$ cat config.mk
export PLATFORM = sky130hd
export DESIGN_NAME = cca_run_unit
export DESIGN_NICKNAME = d
export VERILOG_FILES = /design/src/rtl/cca_pkg.sv /design/src/rtl/cca_run_unit.sv
export SDC_FILE = /design/constraint.sdc
export NUM_CORES = 1
export LEC_CHECK = 0
export ABC_AREA = 1
export BUFFER_PORTS_ARGS = -buffer_cell sky130_fd_sc_hd__buf_2
export CORE_UTILIZATION = 55
export CTS_CLUSTER_SIZE = 40
export DETAILED_ROUTE_END_ITERATION = 6
export PLACE_DENSITY = 0.78
export SLEW_MARGIN = 20
export SYNTH_ARGS = -nofsm -noshare
export SYNTH_HDL_FRONTEND = slang
export SYNTH_SLANG_ARGS = --single-unit
$ cat constraint.sdc
create_clock -name aclk -period 6.85 [get_ports aclk]
set_input_delay 1.37 -clock aclk [delete_from_list [all_inputs] [get_ports aclk]]
set_output_delay 1.37 -clock aclk [all_outputs]
set_load 0.02 [all_outputs]
$ cat src/rtl/cca_pkg.sv
`default_nettype none

package cca_pkg;

    // Store geometry.
    localparam int CELL_COUNT = 1024;
    localparam int OWNER_BITS = 16;
    localparam int ADDR_BITS  = $clog2(CELL_COUNT);
    // Wide enough for a run length of CELL_COUNT and for the scan terminator index.
    localparam int LEN_BITS   = ADDR_BITS + 1;

    // Fixed field widths of the request and result.
    localparam int ID_BITS    = 16;
    localparam int SIZE_BITS  = 11;
    localparam int START_BITS = 10;

    // Opcodes.
    localparam logic OP_ALLOC = 1'b0;
    localparam logic OP_CLEAR = 1'b1;

    // Placement policies; the unused code behaves as first fit.
    localparam logic [1:0] FIT_FIRST = 2'd0;
    localparam logic [1:0] FIT_BEST  = 2'd1;
    localparam logic [1:0] FIT_WORST = 2'd2;

    // Result status codes.
    localparam logic [1:0] STAT_DONE      = 2'd0;
    localparam logic [1:0] STAT_NO_ROOM   = 2'd1;
    localparam logic [1:0] STAT_BAD_SIZE  = 2'd2;
    localparam logic [1:0] STAT_BAD_OWNER = 2'd3;

    typedef struct packed {
        logic                 opcode;
        logic [ID_BITS-1:0]   owner_id;
        logic [SIZE_BITS-1:0] request_size;
    } cca_req_t;

    typedef struct packed {
        logic [1:0]            status;
        logic [START_BITS-1:0] start_cell;
    } cca_rsp_t;

    // One scanned cell handed to the run tracker.
    typedef struct packed {
        logic                valid;
        logic                free_cell;
        logic [LEN_BITS-1:0] index;
    } cca_step_t;

    // What the run tracker has chosen so far.
    typedef struct packed {
        logic                 found;
        logic [ADDR_BITS-1:0] start;
    } cca_pick_t;

endpackage

`default_nettype wire

$ cat src/rtl/cca_run_unit.sv
`default_nettype none

module cca_run_unit (
    input  wire logic                         aclk,
    input  wire logic                         aresetn,
    input  wire logic                         restart,
    input  wire logic [1:0]                   fit_mode,
    input  wire logic [cca_pkg::LEN_BITS-1:0] want,
    input  wire cca_pkg::cca_step_t           step,
    output cca_pkg::cca_pick_t                pick
);
    import cca_pkg::*;

    logic [LEN_BITS-1:0]  run_len_reg,    run_len_next;
    logic [ADDR_BITS-1:0] run_start_reg,  run_start_next;
    logic [LEN_BITS-1:0]  pick_len_reg,   pick_len_next;
    logic [ADDR_BITS-1:0] pick_start_reg, pick_start_next;
    logic                 found_reg,      found_next;
    logic                 take;

    // Decide whether a run that has just ended replaces the current choice.
    always_comb begin
        take = 1'b0;
        if (run_len_reg >= want) begin
            if (!found_reg) begin
                take = 1'b1;
            end else begin
                unique case (fit_mode)
                    FIT_BEST:  take = run_len_reg < pick_len_reg;
                    FIT_WORST: take = run_len_reg > pick_len_reg;
                    default:   take = 1'b0;
                endcase
            end
        end
    end

    // Track the current free run and the chosen one, one cell per step.
    always_comb begin
        run_len_next    = run_len_reg;
        run_start_next  = run_start_reg;
        pick_len_next   = pick_len_reg;
        pick_start_next = pick_start_reg;
        found_next      = found_reg;
        if (restart) begin
            run_len_next = '0;
            found_next   = 1'b0;
        end else if (step.valid) begin
            if (step.free_cell) begin
                if (run_len_reg == '0) begin
                    run_start_next = step.index[ADDR_BITS-1:0];
                end
                run_len_next = run_len_reg + LEN_BITS'(1);
            end else begin
                if (take) begin
                    found_next      = 1'b1;
                    pick_start_next = run_start_reg;
                    pick_len_next   = run_len_reg;
                end
                run_len_next = '0;
            end
        end
    end

    always_ff @(posedge aclk) begin
        if (!aresetn) begin
            run_len_reg <= '0;
            found_reg   <= 1'b0;
        end else begin
            run_len_reg <= run_len_next;
            found_reg   <= found_next;
        end
        run_start_reg  <= run_start_next;
        pick_len_reg   <= pick_len_next;
        pick_start_reg <= pick_start_next;
    end

    assign pick.found = found_reg;
    assign pick.start = pick_start_reg;

endmodule

`default_nettype wire

==> impl_summary.txt, run 1 <==
----------------------------------------------------
[Layout]
  Net count of the finished layout ... 315
  Ratio of cells with drive above 1 in the final layout ... 20.3%
  Layout filler cell count ... 294
  Final antenna diode count ... 0
  Register cell area after layout ... 1170 sq um
  Footprint of the multi-input gates ... 838 sq um
  Area delta synth->final ... 16.2%

[GRT]
  Maximum number of pins on one net before global-route repair ... 15
  Total global routing overflow ... 0
  Initial antenna violation count ... 0
  Number of global-route vias before repair ... 1562
  Tot GR Track Use ... 21.7%
  Wire length of the first global-routing pass ... 6670 um

[Route]
  Number of detailed-route iterations in the first pass ... 4
  Number of remaining DRC errors ... 0
  Number of nets with antenna violations after routing ... 0
  Via density per instance ... 5.13
  Post-Route WL ... 3950 um
  Via total after detailed routing ... 1585
  Iter 0 DRT Violations ... 74
  Average wire per standard cell ... 12.8 um

[Synth]
  Flip-flop and latch count after synthesis ... 43
  Commonest cells post-synth ... 41 x inv_1, 32 x nand2_1, 31 x edfxtp_1
  Most used flip-flop cell after synthesis ... edfxtp_1
  Post-synth EDFFs ... 31
  Number of unique standard cell types used by synthesis ... 23
  Post-synthesis cell area ... 2160 sq um
  Most common cell in the synthesized netlist ... inv_1
  Biggest area contributors in the synthesized netlist ... edfxtp_1 43%, ha_1 15%, dfxtp_1 11%
  Post-synth top area cell ... edfxtp_1
  Sequential area share after synthesis ... 54.2%
  Syn_nets ... 270
  Ys async rst share ... 0%
  Synthesized netlist cell count ... 215
  Mean instance size in the synthesized netlist ... 10.0 sq um
  Synth top area share ... 43.1%
  Number of synthesis warnings ... 0

[Timing]
  Number of endpoints with negative hold slack in the final report ... 0
  Final clock period utilization by the worst path ... 47.0%
  Clock skew after layout ... 5.72 ps
  Post-layout minimum cycle time ... 3220 ps
  Minimum hold slack ... 420 ps
  Achievable Freq ... 311 MHz
  Final Slew Violations ... 0
  RSZ-0062 raised after global routing ... false
  Slew HR ... 53.5%
  Setup violators final ... 0
  Worst Tran Pin Value ... 692 ps
  Final setup TNS ... 0 ps

[Clock tree]
  Count of cells resized by post-cts repair ... 0
  Hold buffer count at CTS ... 0
  Clock Tree Root ... clkbuf_8
  Maximum count of clock buffers along a single path ... 2
  Latest clock arrival within the worst-skew pair ... 290 ps
  Clock-pin slew reported for the worst setup and hold paths after clock tree synthesis ... 80 ps
  Setup repair bufs after CTS ... 0
  Number of buffers created by CTS ... 5
  Sink Count ... 43
  CTS tree ... yes
  Number of H-tree branching levels ... 2

[Worst setup path]
  CP arrival ... 3210 ps
  Critical-path top delay cell ... nor2_1
  Highest net fanout along the worst path ... 14
  Crit path capture type ... register
  Biggest cell delay along the critical path ... 460 ps
  Critical path buffers and inverters ... 3
  Data required time at the worst endpoint ... 6840 ps
  Critical-path cell list ... buf_2 > inv_1 > ha_1 > nand2_1 > nor2_1 > nand3_1 > nand3_1 > nor2_1 > nor2_1 > nand2_1 > nor2_1 > buf_4
  Dominant delay contributor by cell family on the critical path ... simple AND/OR/NAND/NOR gates
  Worst Setup Start Kind ... primary input
  Category of the most critical setup path ... in -> reg
  Critical Path Most Common Cell ... nor2_1

[Power and ir drop]
  Total Power Consumption ... 0.455 mW
  Switching power as a share of total power ... 21.0%
  Clock group share of total power ... 33.0%
  Max IR drop VDD ... 107 uV
  Cell area power density ... 182 nW/um^2
  Internal power ... 0.360 mW
  Switching power of the nets ... 0.0956 mW
  Leak Pwr ... 1.12 nW
  Part of the total power dissipated in sequential elements ... 61.5%
  Logic pwr share ... 5.4%

[Status]
  Outcome ... complete, no violations

[Place]
  Final estimated routing congestion in global placement ... 0.818
  Detailed placement HPWL ... 3010 um
  Port Buffers ... 38

[Floorplan]
  DIE HEIGHT ... 64.7 um
  DIE WIDTH ... 64.7 um
  Die Outline Area ... 4180 sq um
  Floorplan core area ... 3720 sq um
  Site row count ... 22
  Number of ports placed on the die boundary ... 40
  Effective utilization at floorplan ... 58.1%

[Job]
  Number of max-capacitance violations reported ... 0

[Min path]
  Worst min path class ... reg -> reg

----------------------------------------------------
cell families (layout without fill, tap and decap cells):
| group | Yosys count | in the layout | share of synthesized area, % |
|---|---|---|---|
| buffers and inverters | 43 | 89 | 7.65 |
| and+or+nand+nor | 75 | 75 | 16.2 |
| AOI/OAI and AO/OA | 28 | 28 | 6.84 |
| DFF | 43 | 43 | 54.2 |
| adders and majority gates | 26 | 26 | 15.1 |
layout make-up:
type,count,share of cell area (%)
flip-flops and latches,43,46.7
multi-input cells,129,33.4
repair buffers,39,7.88
inverters,42,6.28
clock buffers,5,2.74
well taps,48,2.39
clock inverters,3,0.599
layout by cell type (no fill, tap or decap), drive strengths merged:
master and instances:
clkinvlp 1, nand2 32, dfxtp 12, a21o 1, buf 39, nor4 2
o21ai 9, inv 42, a211oi 1, a21oi 16, nor2 19, clkbuf 5
and2 1, o21a 1, ha 26, clkinv 2, nand4 5, nor3 7
edfxtp 31, nand3 9
worst paths after layout:
path	start	endpoint	slack, ps	cells past startpoint
min reg2reg	run_start_reg[2]$_DFFE_PP_	pick_start_reg[2]$_DFFE_PP_	420	0
min	run_start_reg[2]$_DFFE_PP_	pick_start_reg[2]$_DFFE_PP_	420	0
max	want[10]	pick_len_reg[4]$_DFFE_PP_	3630	12
max reg2reg	run_len_reg[8]$_SDFFE_PP0P_	pick_len_reg[4]$_DFFE_PP_	4190	12
metal layers:
layer	vias up	wire, um	global-route usage (%)
li1	816	-	-
met1	725	1670	24.8
met2	34	2050	38.9
met3	10	139	4.93
met4	0	91	8.61
met5	-	0	0
through the flow:
step	util [%]	setup slack, ps	cells	cell area, sq um
after floorplan	-	3330	215	2160
after global placement	65.0	3320	301	2420
after detailed placement	65.0	3280	301	2420
after CTS	67.3	3590	309	2500
after global routing	67.5	3370	309	2510
final	67.5	3630	309	2510
power by group through the flow:
| stage | combinational (mW) | clock (mW) | sequential (mW) |
|---|---|---|---|
| final | 0.0246 | 0.150 | 0.280 |
| after CTS | 0.0245 | 0.153 | 0.280 |
| after detailed placement | 0.0243 | 0 | 0.286 |
| after floorplan | 0.0127 | 0 | 0.286 |
| after global placement | 0.0231 | 0 | 0.286 |
| after global routing | 0.0281 | 0.165 | 0.280 |
Power figures use the tool's default switching activity.
==> run 2, diff against run 1 <==
--- a/config.mk
+++ b/config.mk
@@ -5,12 +5,12 @@
 export SDC_FILE = /design/constraint.sdc
 export NUM_CORES = 1
 export LEC_CHECK = 0
-export ABC_AREA = 1
+export ABC_AREA = 0
 export BUFFER_PORTS_ARGS = -buffer_cell sky130_fd_sc_hd__buf_2
-export CORE_UTILIZATION = 55
+export CORE_UTILIZATION = 49
 export CTS_CLUSTER_SIZE = 40
 export DETAILED_ROUTE_END_ITERATION = 6
-export PLACE_DENSITY = 0.78
+export PLACE_DENSITY = 0.74
 export SLEW_MARGIN = 20
 export SYNTH_ARGS = -nofsm -noshare
 export SYNTH_HDL_FRONTEND = slang
==> constraint.sdc (replaced) <==
create_clock -name aclk -period 2.78 [get_ports aclk]
set_input_delay 0.556 -clock aclk [delete_from_list [all_inputs] [get_ports aclk]]
set_output_delay 0.556 -clock aclk [all_outputs]
set_load 0.02 [all_outputs]
==> run 2 against run 1 <==
  * Critical path depth shrank 4
  * Sequential power is 150% higher
  * Design area about the same
  * Utilization down 5.7 points
  * Register-to-register slack lost 4000 ps
  * Setup slack worse by 3400 ps
  * Clock power up 150%
  * Clock skew about the same
  * Critical endpoint is now pick_start_reg[8]$_DFFE_PP_
==> impl_summary.txt, run 2 <==
----------------------------------------------------
[Status]
  Outcome ... complete, no violations

[Clock tree]
  Clock-pin slew reported for the worst setup and hold paths after clock tree synthesis ... 80 ps (about the same)
  CTS tree ... yes
  Hold buffer count at CTS ... 0 (unchanged)
  Count of cells resized by post-cts repair ... 0 (unchanged)
  Clock Tree Root ... clkbuf_8
  Number of buffers created by CTS ... 5 (unchanged)
  Latest clock arrival within the worst-skew pair ... 280 ps (about the same)
  Number of H-tree branching levels ... 2 (unchanged)
  Maximum count of clock buffers along a single path ... 2 (unchanged)
  Sink Count ... 43 (unchanged)
  Setup repair bufs after CTS ... 0 (unchanged)

[Synth]
  Ys async rst share ... 0% (unchanged)
  Mean instance size in the synthesized netlist ... 11.8 sq um (+17%)
  Number of synthesis warnings ... 0 (unchanged)
  Number of unique standard cell types used by synthesis ... 34 (+48%)
  Sequential area share after synthesis ... 55.7% (+1.5 points)
  Most used flip-flop cell after synthesis ... edfxtp_1
  Biggest area contributors in the synthesized netlist ... edfxtp_1 44%, ha_1 15%, dfxtp_1 11%
  Commonest cells post-synth ... 31 x edfxtp_1, 29 x inv_1, 26 x ha_1
  Syn_nets ... 234 (-13%)
  Post-synthesis cell area ... 2100 sq um (-2.6%)
  Synthesized netlist cell count ... 179 (-17%)
  Post-synth EDFFs ... 31 (unchanged)
  Flip-flop and latch count after synthesis ... 43 (unchanged)
  Post-synth top area cell ... edfxtp_1
  Synth top area share ... 44.3% (+1.2 points)
  Most common cell in the synthesized netlist ... edfxtp_1

[Layout]
  Ratio of cells with drive above 1 in the final layout ... 24.9% (+4.6 points)
  Count of placed standard cells in the final layout, fillers left out ... 279 (-9.7%)
  Commonest non-fill, non-tap cell in the layout ... buf_2
  Footprint of the multi-input gates ... 825 sq um (-1.6%)
  Net count of the finished layout ... 283 (-10%)
  Final antenna diode count ... 0 (unchanged)
  Area delta synth->final ... 19.2%
  Commonest cells after routing, fill and taps aside ... 38 x buf_2, 31 x edfxtp_1, 29 x inv_1
  Layout filler cell count ... 318 (+8.2%)
  Register cell area after layout ... 1170 sq um (unchanged)
  Area of all placed cells without fillers ... 2510 sq um (about the same)

[Job]
  Number of max-capacitance violations reported ... 0 (unchanged)

[Power and ir drop]
  Leak Pwr ... 1.12 nW (+0.83%)
  Total Power Consumption ... 1.11 mW (+140%)
  Cell area power density ... 444 nW/um^2 (+140%)
  Max IR drop VDD ... 474 uV (+340%)

[Route]
  Iter 0 DRT Violations ... 55 (-26%)
  Via density per instance ... 5.09 (-0.78%)
  Number of detailed-route iterations in the first pass ... 4 (unchanged)
  Post-Route WL ... 3630 um (-8.1%)
  Average wire per standard cell ... 13.0 um (+1.8%)
  Number of nets with antenna violations after routing ... 0 (unchanged)
  Via total after detailed routing ... 1420 (-10%)
  Number of remaining DRC errors ... 0 (unchanged)

[Worst setup path]
  Number of cell instances on the worst register-to-register path ... 8 (-4)
  Worst Setup Start Kind ... register
  Start point of the critical path ... pick_len_reg[8]$_DFFE_PP_
  Worst-case register-to-register setup slack ... 190 ps (-4000 ps)
  Reg2reg end ... pick_start_reg[8]$_DFFE_PP_
  Start of the worst register-to-register path ... pick_len_reg[8]$_DFFE_PP_
  Crit path capture type ... register
  Data required time at the worst endpoint ... 2770 ps (-4070 ps)
  CP arrival ... 2580 ps (-630 ps)
  Category of the most critical setup path ... reg -> reg
  Highest net fanout along the worst path ... 21 (+7)

[Timing]
  Setup violators final ... 0 (unchanged)
  Number of endpoints with negative hold slack in the final report ... 0 (unchanged)
  Slew HR ... 71.9% (+18 points)
  Achievable Freq ... 386 MHz
  RSZ-0062 raised after global routing ... false
  Clock skew after layout ... 6.12 ps (+0.402 ps)
  Post-layout minimum cycle time ... 2590 ps
  Final Slew Violations ... 0 (unchanged)
  Worst Tran Pin Value ... 421 ps (-271 ps)
  Final setup TNS ... 0 ps (unchanged)
  Minimum hold slack ... 423 ps (+2.77 ps)
  Final clock period utilization by the worst path ... 93.2%

[Place]
  Post-detailed-placement cell area ... 2420 sq um (+0.26%)
  Detailed placement HPWL ... 2730 um (-9.2%)
  Inst Count DP ... 271 (-10%)
  Port Buffers ... 38 (unchanged)
  Final estimated routing congestion in global placement ... 0.735 (-10%)

[Floorplan]
  Site row count ... 23 (+4.5%)
  Die Outline Area ... 4560 sq um (+9.0%)
  Floorplan core area ... 4060 sq um (+9.2%)
  DIE WIDTH ... 67.5 um (+4.4%)
  DIE HEIGHT ... 67.5 um (+4.4%)
  Number of ports placed on the die boundary ... 40 (unchanged)
  Effective utilization at floorplan ... 51.8% (-6.3 points)

[GRT]
  Initial antenna violation count ... 0 (unchanged)
  Maximum number of pins on one net before global-route repair ... 22 (+7)
  Wire length of the first global-routing pass ... 6060 um (-9.1%)
  Total global routing overflow ... 0 (unchanged)
  Number of global-route vias before repair ... 1364 (-13%)
  Tot GR Track Use ... 18.3% (-3.4 points)

[Min path]
  Depth of the worst hold-timing path ... 0 (unchanged)
  Destination of the worst hold path ... pick_start_reg[0]$_DFFE_PP_
  Worst min path class ... reg -> reg
  Hold_sp ... run_start_reg[0]$_DFFE_PP_

----------------------------------------------------
-- run 2: changes by cell type in the layout (fill, tap and decap cells not counted), sizes merged, moves of 5 or more --
cell,previous run,this run
xor2,0,6
nor3,7,2
nor2,19,11
nand3,9,1
or3,0,5
a21oi,16,10
nand2,32,9
buf,39,45
inv,42,29
-- run 2: worst max-delay path by stage --
stage	to	slack, ps	depth (start not counted)
5_1_grt	pick_start_reg[1]$_DFFE_PP_	80	8
4_1_cts	pick_len_reg[4]$_DFFE_PP_	200	8
6_report	pick_start_reg[8]$_DFFE_PP_	190	8
3_5_place_dp	pick_len_reg[4]$_DFFE_PP_	210	8
2_1_floorplan	run_start_reg[0]$_DFFE_PP_	5	3
3_3_place_gp	pick_start_reg[3]$_DFFE_PP_	250	8
-- run 2: metrics by stage --
step,setup slack [ps],util [%]
floorplan,4.53,-
global placement,247,59.7
detailed placement,209,59.7
CTS,196,61.8
global route,78.1,61.8
finish,190,61.8
-- run 2: cell families (layout without fill, tap and decap cells) --
logic type               Yosys count  in the layout  share of synthesized area [%]
buffers and inverters             32             82                           5.95
multiplexers                       1              1                          0.476
AO/OA/AOI/OAI                     27             27                           8.69
adder cells (fa/ha/maj)           26             26                           15.5
AND/OR/NAND/NOR                   43             43                           10.8
flip-flops                        43             43                           55.7
XOR/XNOR                           7              7                           2.91
-- run 2: final cells by class --
type                    count  area share (%)
flip-flops and latches     43            46.7
multi-input cells         104            32.9
repair buffers             45            10.2
inverters                  29            4.34
clock buffers               6            2.89
well taps                  50            2.50
clock inverters             2           0.499
-- run 2: report_power, final --
part / leakage [nW] / switching, mW / internal [mW]
clock network: 0.0412 / 0.193 / 0.175
registers: 0.369 / 0.00222 / 0.687
logic: 0.714 / 0.0271 / 0.0272
-- run 2: routing by layer --
layer  vias up  GRT usage (%)  share of wire [%]
met5         -              0                  0
met2        36           30.1                 48
met4         0           5.59                2.0
li1        729              -                  -
met1       647           23.5                 46
met3         8           4.90                3.7
-- run 2: critical path, cell delays in order (launching register included) --
cell and delay, ps:
edfxtp_1 370, inv_1 60, ha_1 230, a21o_1 160, a21o_1 180, a2111oi_2 470
o2111ai_1 250, a311oi_4 340, buf_12 210
==> run 3, diff against run 2 <==
--- a/config.mk
+++ b/config.mk
@@ -6,7 +6,7 @@
 export NUM_CORES = 1
 export LEC_CHECK = 0
 export ABC_AREA = 0
-export BUFFER_PORTS_ARGS = -buffer_cell sky130_fd_sc_hd__buf_2
+export BUFFER_PORTS_ARGS = -buffer_cell sky130_fd_sc_hd__clkbuf_2
 export CORE_UTILIZATION = 49
 export CTS_CLUSTER_SIZE = 40
 export DETAILED_ROUTE_END_ITERATION = 6
==> run 3 against run 2 <==
  * First-iteration DRC count decreased by 5.5%
  * Setup slack better by 35 ps
  * Global-route usage grew 0.90 points
  * Flip-flop and latch count is the same
  * Design area grew 0.60%
  * Utilization grew 0.37 points
  * Final cell count is 0.36% higher
==> impl_summary.txt, run 3 (synthesized netlist as in run 2, its figures left out) <==
----------------------------------------------------
[Worst setup path]
  Start of the worst register-to-register path ... pick_len_reg[8]$_DFFE_PP_
  Last element of the critical path ... pick_len_reg[2]$_DFFE_PP_
  Crit path capture type ... register
  Worst Setup Start Kind ... register
  Category of the most critical setup path ... reg -> reg
  Highest net fanout along the worst path ... 21 (unchanged)
  Worst-case register-to-register setup slack ... 220 ps (+40 ps)
  Reg2reg end ... pick_len_reg[2]$_DFFE_PP_
  Number of cell instances on the worst register-to-register path ... 8 (unchanged)
  Start point of the critical path ... pick_len_reg[8]$_DFFE_PP_
  Data required time at the worst endpoint ... 2790 ps (+20 ps)
  CP arrival ... 2560 ps (-20 ps)

[Power and ir drop]
  Leak Pwr ... 1.14 nW (+1.1%)
  Clock group share of total power ... 35.1% (+2.0 points)
  Part of the total power dissipated in sequential elements ... 60.1% (-1.9 points)
  Max IR drop VDD ... 363 uV (-23%)
  Switching power as a share of total power ... 22.0% (+2.0 points)
  Internal power ... 0.894 mW (+0.46%)
  Cell area power density ... 455 nW/um^2 (+2.5%)
  Switching power of the nets ... 0.252 mW (+13%)
  Total Power Consumption ... 1.15 mW (+3.1%)
  Logic pwr share ... 4.8% (about the same)

[GRT]
  Number of global-route vias before repair ... 1388 (+1.8%)
  Maximum number of pins on one net before global-route repair ... 22 (unchanged)
  Initial antenna violation count ... 0 (unchanged)
  Wire length of the first global-routing pass ... 6210 um (+2.5%)
  Tot GR Track Use ... 19.2% (+0.90 points)
  Total global routing overflow ... 0 (unchanged)

[Layout]
  Ratio of cells with drive above 1 in the final layout ... 25.7% (+0.76 points)
  Net count of the finished layout ... 284 (+0.35%)
  Count of placed standard cells in the final layout, fillers left out ... 280 (+0.36%)
  Area of all placed cells without fillers ... 2520 sq um (+0.60%)
  Final antenna diode count ... 0 (unchanged)
  Commonest cells after routing, fill and taps aside ... 38 x clkbuf_2, 31 x edfxtp_1, 29 x inv_1
  Commonest non-fill, non-tap cell in the layout ... clkbuf_2
  Area delta synth->final ... 19.9%
  End-of-flow core utilization ... 62.2% (+0.37 points)

[Floorplan]
  Effective utilization at floorplan ... 51.8% (unchanged)
  DIE HEIGHT ... 67.5 um (unchanged)
  Floorplan core area ... 4060 sq um (unchanged)
  DIE WIDTH ... 67.5 um (unchanged)
  Number of ports placed on the die boundary ... 40 (unchanged)
  Site row count ... 23 (unchanged)
  Die Outline Area ... 4560 sq um (unchanged)

[Timing]
  Smallest setup slack after layout ... 225 ps (+35.2 ps)
  Final setup TNS ... 0 ps (unchanged)
  Slew HR ... 74.1% (+2.2 points)
  Worst Tran Pin Value ... 388 ps (-32.5 ps)
  Setup violators final ... 0 (unchanged)
  Final clock period utilization by the worst path ... 91.9% (-1.3 points)
  Achievable Freq ... 391 MHz (+1.4%)
  Post-layout minimum cycle time ... 2560 ps (-35.2 ps)
  RSZ-0062 raised after global routing ... false
  Final Slew Violations ... 0 (unchanged)
  Number of endpoints with negative hold slack in the final report ... 0 (unchanged)
  Minimum hold slack ... 425 ps (+1.98 ps)
  Clock skew after layout ... 7.01 ps (+0.886 ps)

[Clock tree]
  CTS tree ... yes
  Clock Tree Root ... clkbuf_8
  Hold buffer count at CTS ... 0 (unchanged)
  Number of buffers created by CTS ... 5 (unchanged)
  Count of cells resized by post-cts repair ... 0 (unchanged)
  Latest clock arrival within the worst-skew pair ... 300 ps (+20 ps)
  Maximum count of clock buffers along a single path ... 2 (unchanged)
  Setup repair bufs after CTS ... 0 (unchanged)
  Sink Count ... 43 (unchanged)
  Number of H-tree branching levels ... 2 (unchanged)
  Clock-pin slew reported for the worst setup and hold paths after clock tree synthesis ... 90 ps (about the same)

[Place]
  Detailed placement HPWL ... 2790 um (+2.2%)
  Final estimated routing congestion in global placement ... 0.741 (+0.86%)
  Inst Count DP ... 272 (+0.37%)
  Port Buffers ... 38 (unchanged)
  Post-detailed-placement cell area ... 2430 sq um (+0.31%)
  Worst slack, placed ... 179 ps (-29.7 ps)

[Route]
  Number of remaining DRC errors ... 0 (unchanged)
  Post-Route WL ... 3730 um (+2.8%)
  Via density per instance ... 5.18 (+1.8%)
  Average wire per standard cell ... 13.3 um (+2.4%)
  Via total after detailed routing ... 1451 (+2.2%)
  Number of nets with antenna violations after routing ... 0 (unchanged)
  Number of detailed-route iterations in the first pass ... 4 (unchanged)
  Iter 0 DRT Violations ... 52 (-5.5%)

[Job]
  Number of max-capacitance violations reported ... 0 (unchanged)

[Status]
  Outcome ... complete, no violations

[Min path]
  Worst min path class ... reg -> reg

----------------------------------------------------
==> run 3: cell count changes in the layout (fill, tap and decap cells not counted), sizes merged <==
cell / delta
clkinvlp: +1
clkbuf: +37
buf: -37
inv: +1
clkinv: -1
==> run 3: power by group through the flow <==
stage	clock network, mW	logic, mW	registers (mW)
6_report	0.402	0.0547	0.690
5_1_grt	0.433	0.0626	0.690
4_1_cts	0.413	0.0550	0.690
3_5_place_dp	0	0.0544	0.704
3_3_place_gp	0	0.0529	0.704
2_1_floorplan	0	0.0270	0.704
==> run 3: worst min path at each step <==
stage,depth (start not counted),startpoint,endpoint
5_1_grt,1,step[0],run_start_reg[0]$_DFFE_PP_
4_1_cts,1,step[5],run_start_reg[5]$_DFFE_PP_
3_3_place_gp,0,run_start_reg[5]$_DFFE_PP_,pick_start_reg[5]$_DFFE_PP_
6_report,0,run_start_reg[9]$_DFFE_PP_,pick_start_reg[9]$_DFFE_PP_
3_5_place_dp,0,run_start_reg[9]$_DFFE_PP_,pick_start_reg[9]$_DFFE_PP_
2_1_floorplan,0,run_start_reg[0]$_DFFE_PP_,pick_start_reg[0]$_DFFE_PP_
==> run 3: routing by layer <==
layer | part of all wire, % | track usage [%]
met5 | 0 | 0
met2 | 50 | 31.4
met4 | 2.1 | 10.1
met1 | 44 | 23.3
met3 | 3.6 | 4.56
==> run 3: worst max-delay path, cell delays in order, from the launching register on <==
cell       delay, ps
edfxtp_1         370
inv_1             60
ha_1             230
a21o_1           170
a21o_1           180
a2111oi_2        450
o2111ai_1        240
a311oi_4         340
buf_12           210
==> run 3: cell type report <==
class	instances	area, sq um
clock inverters	3	23.8
clock buffers	5	68.8
repair buffers	46	263
multi-input cells	104	825
inverters	29	109
fillers	326	1540
flip-flops and latches	43	1170
well taps	50	62.6
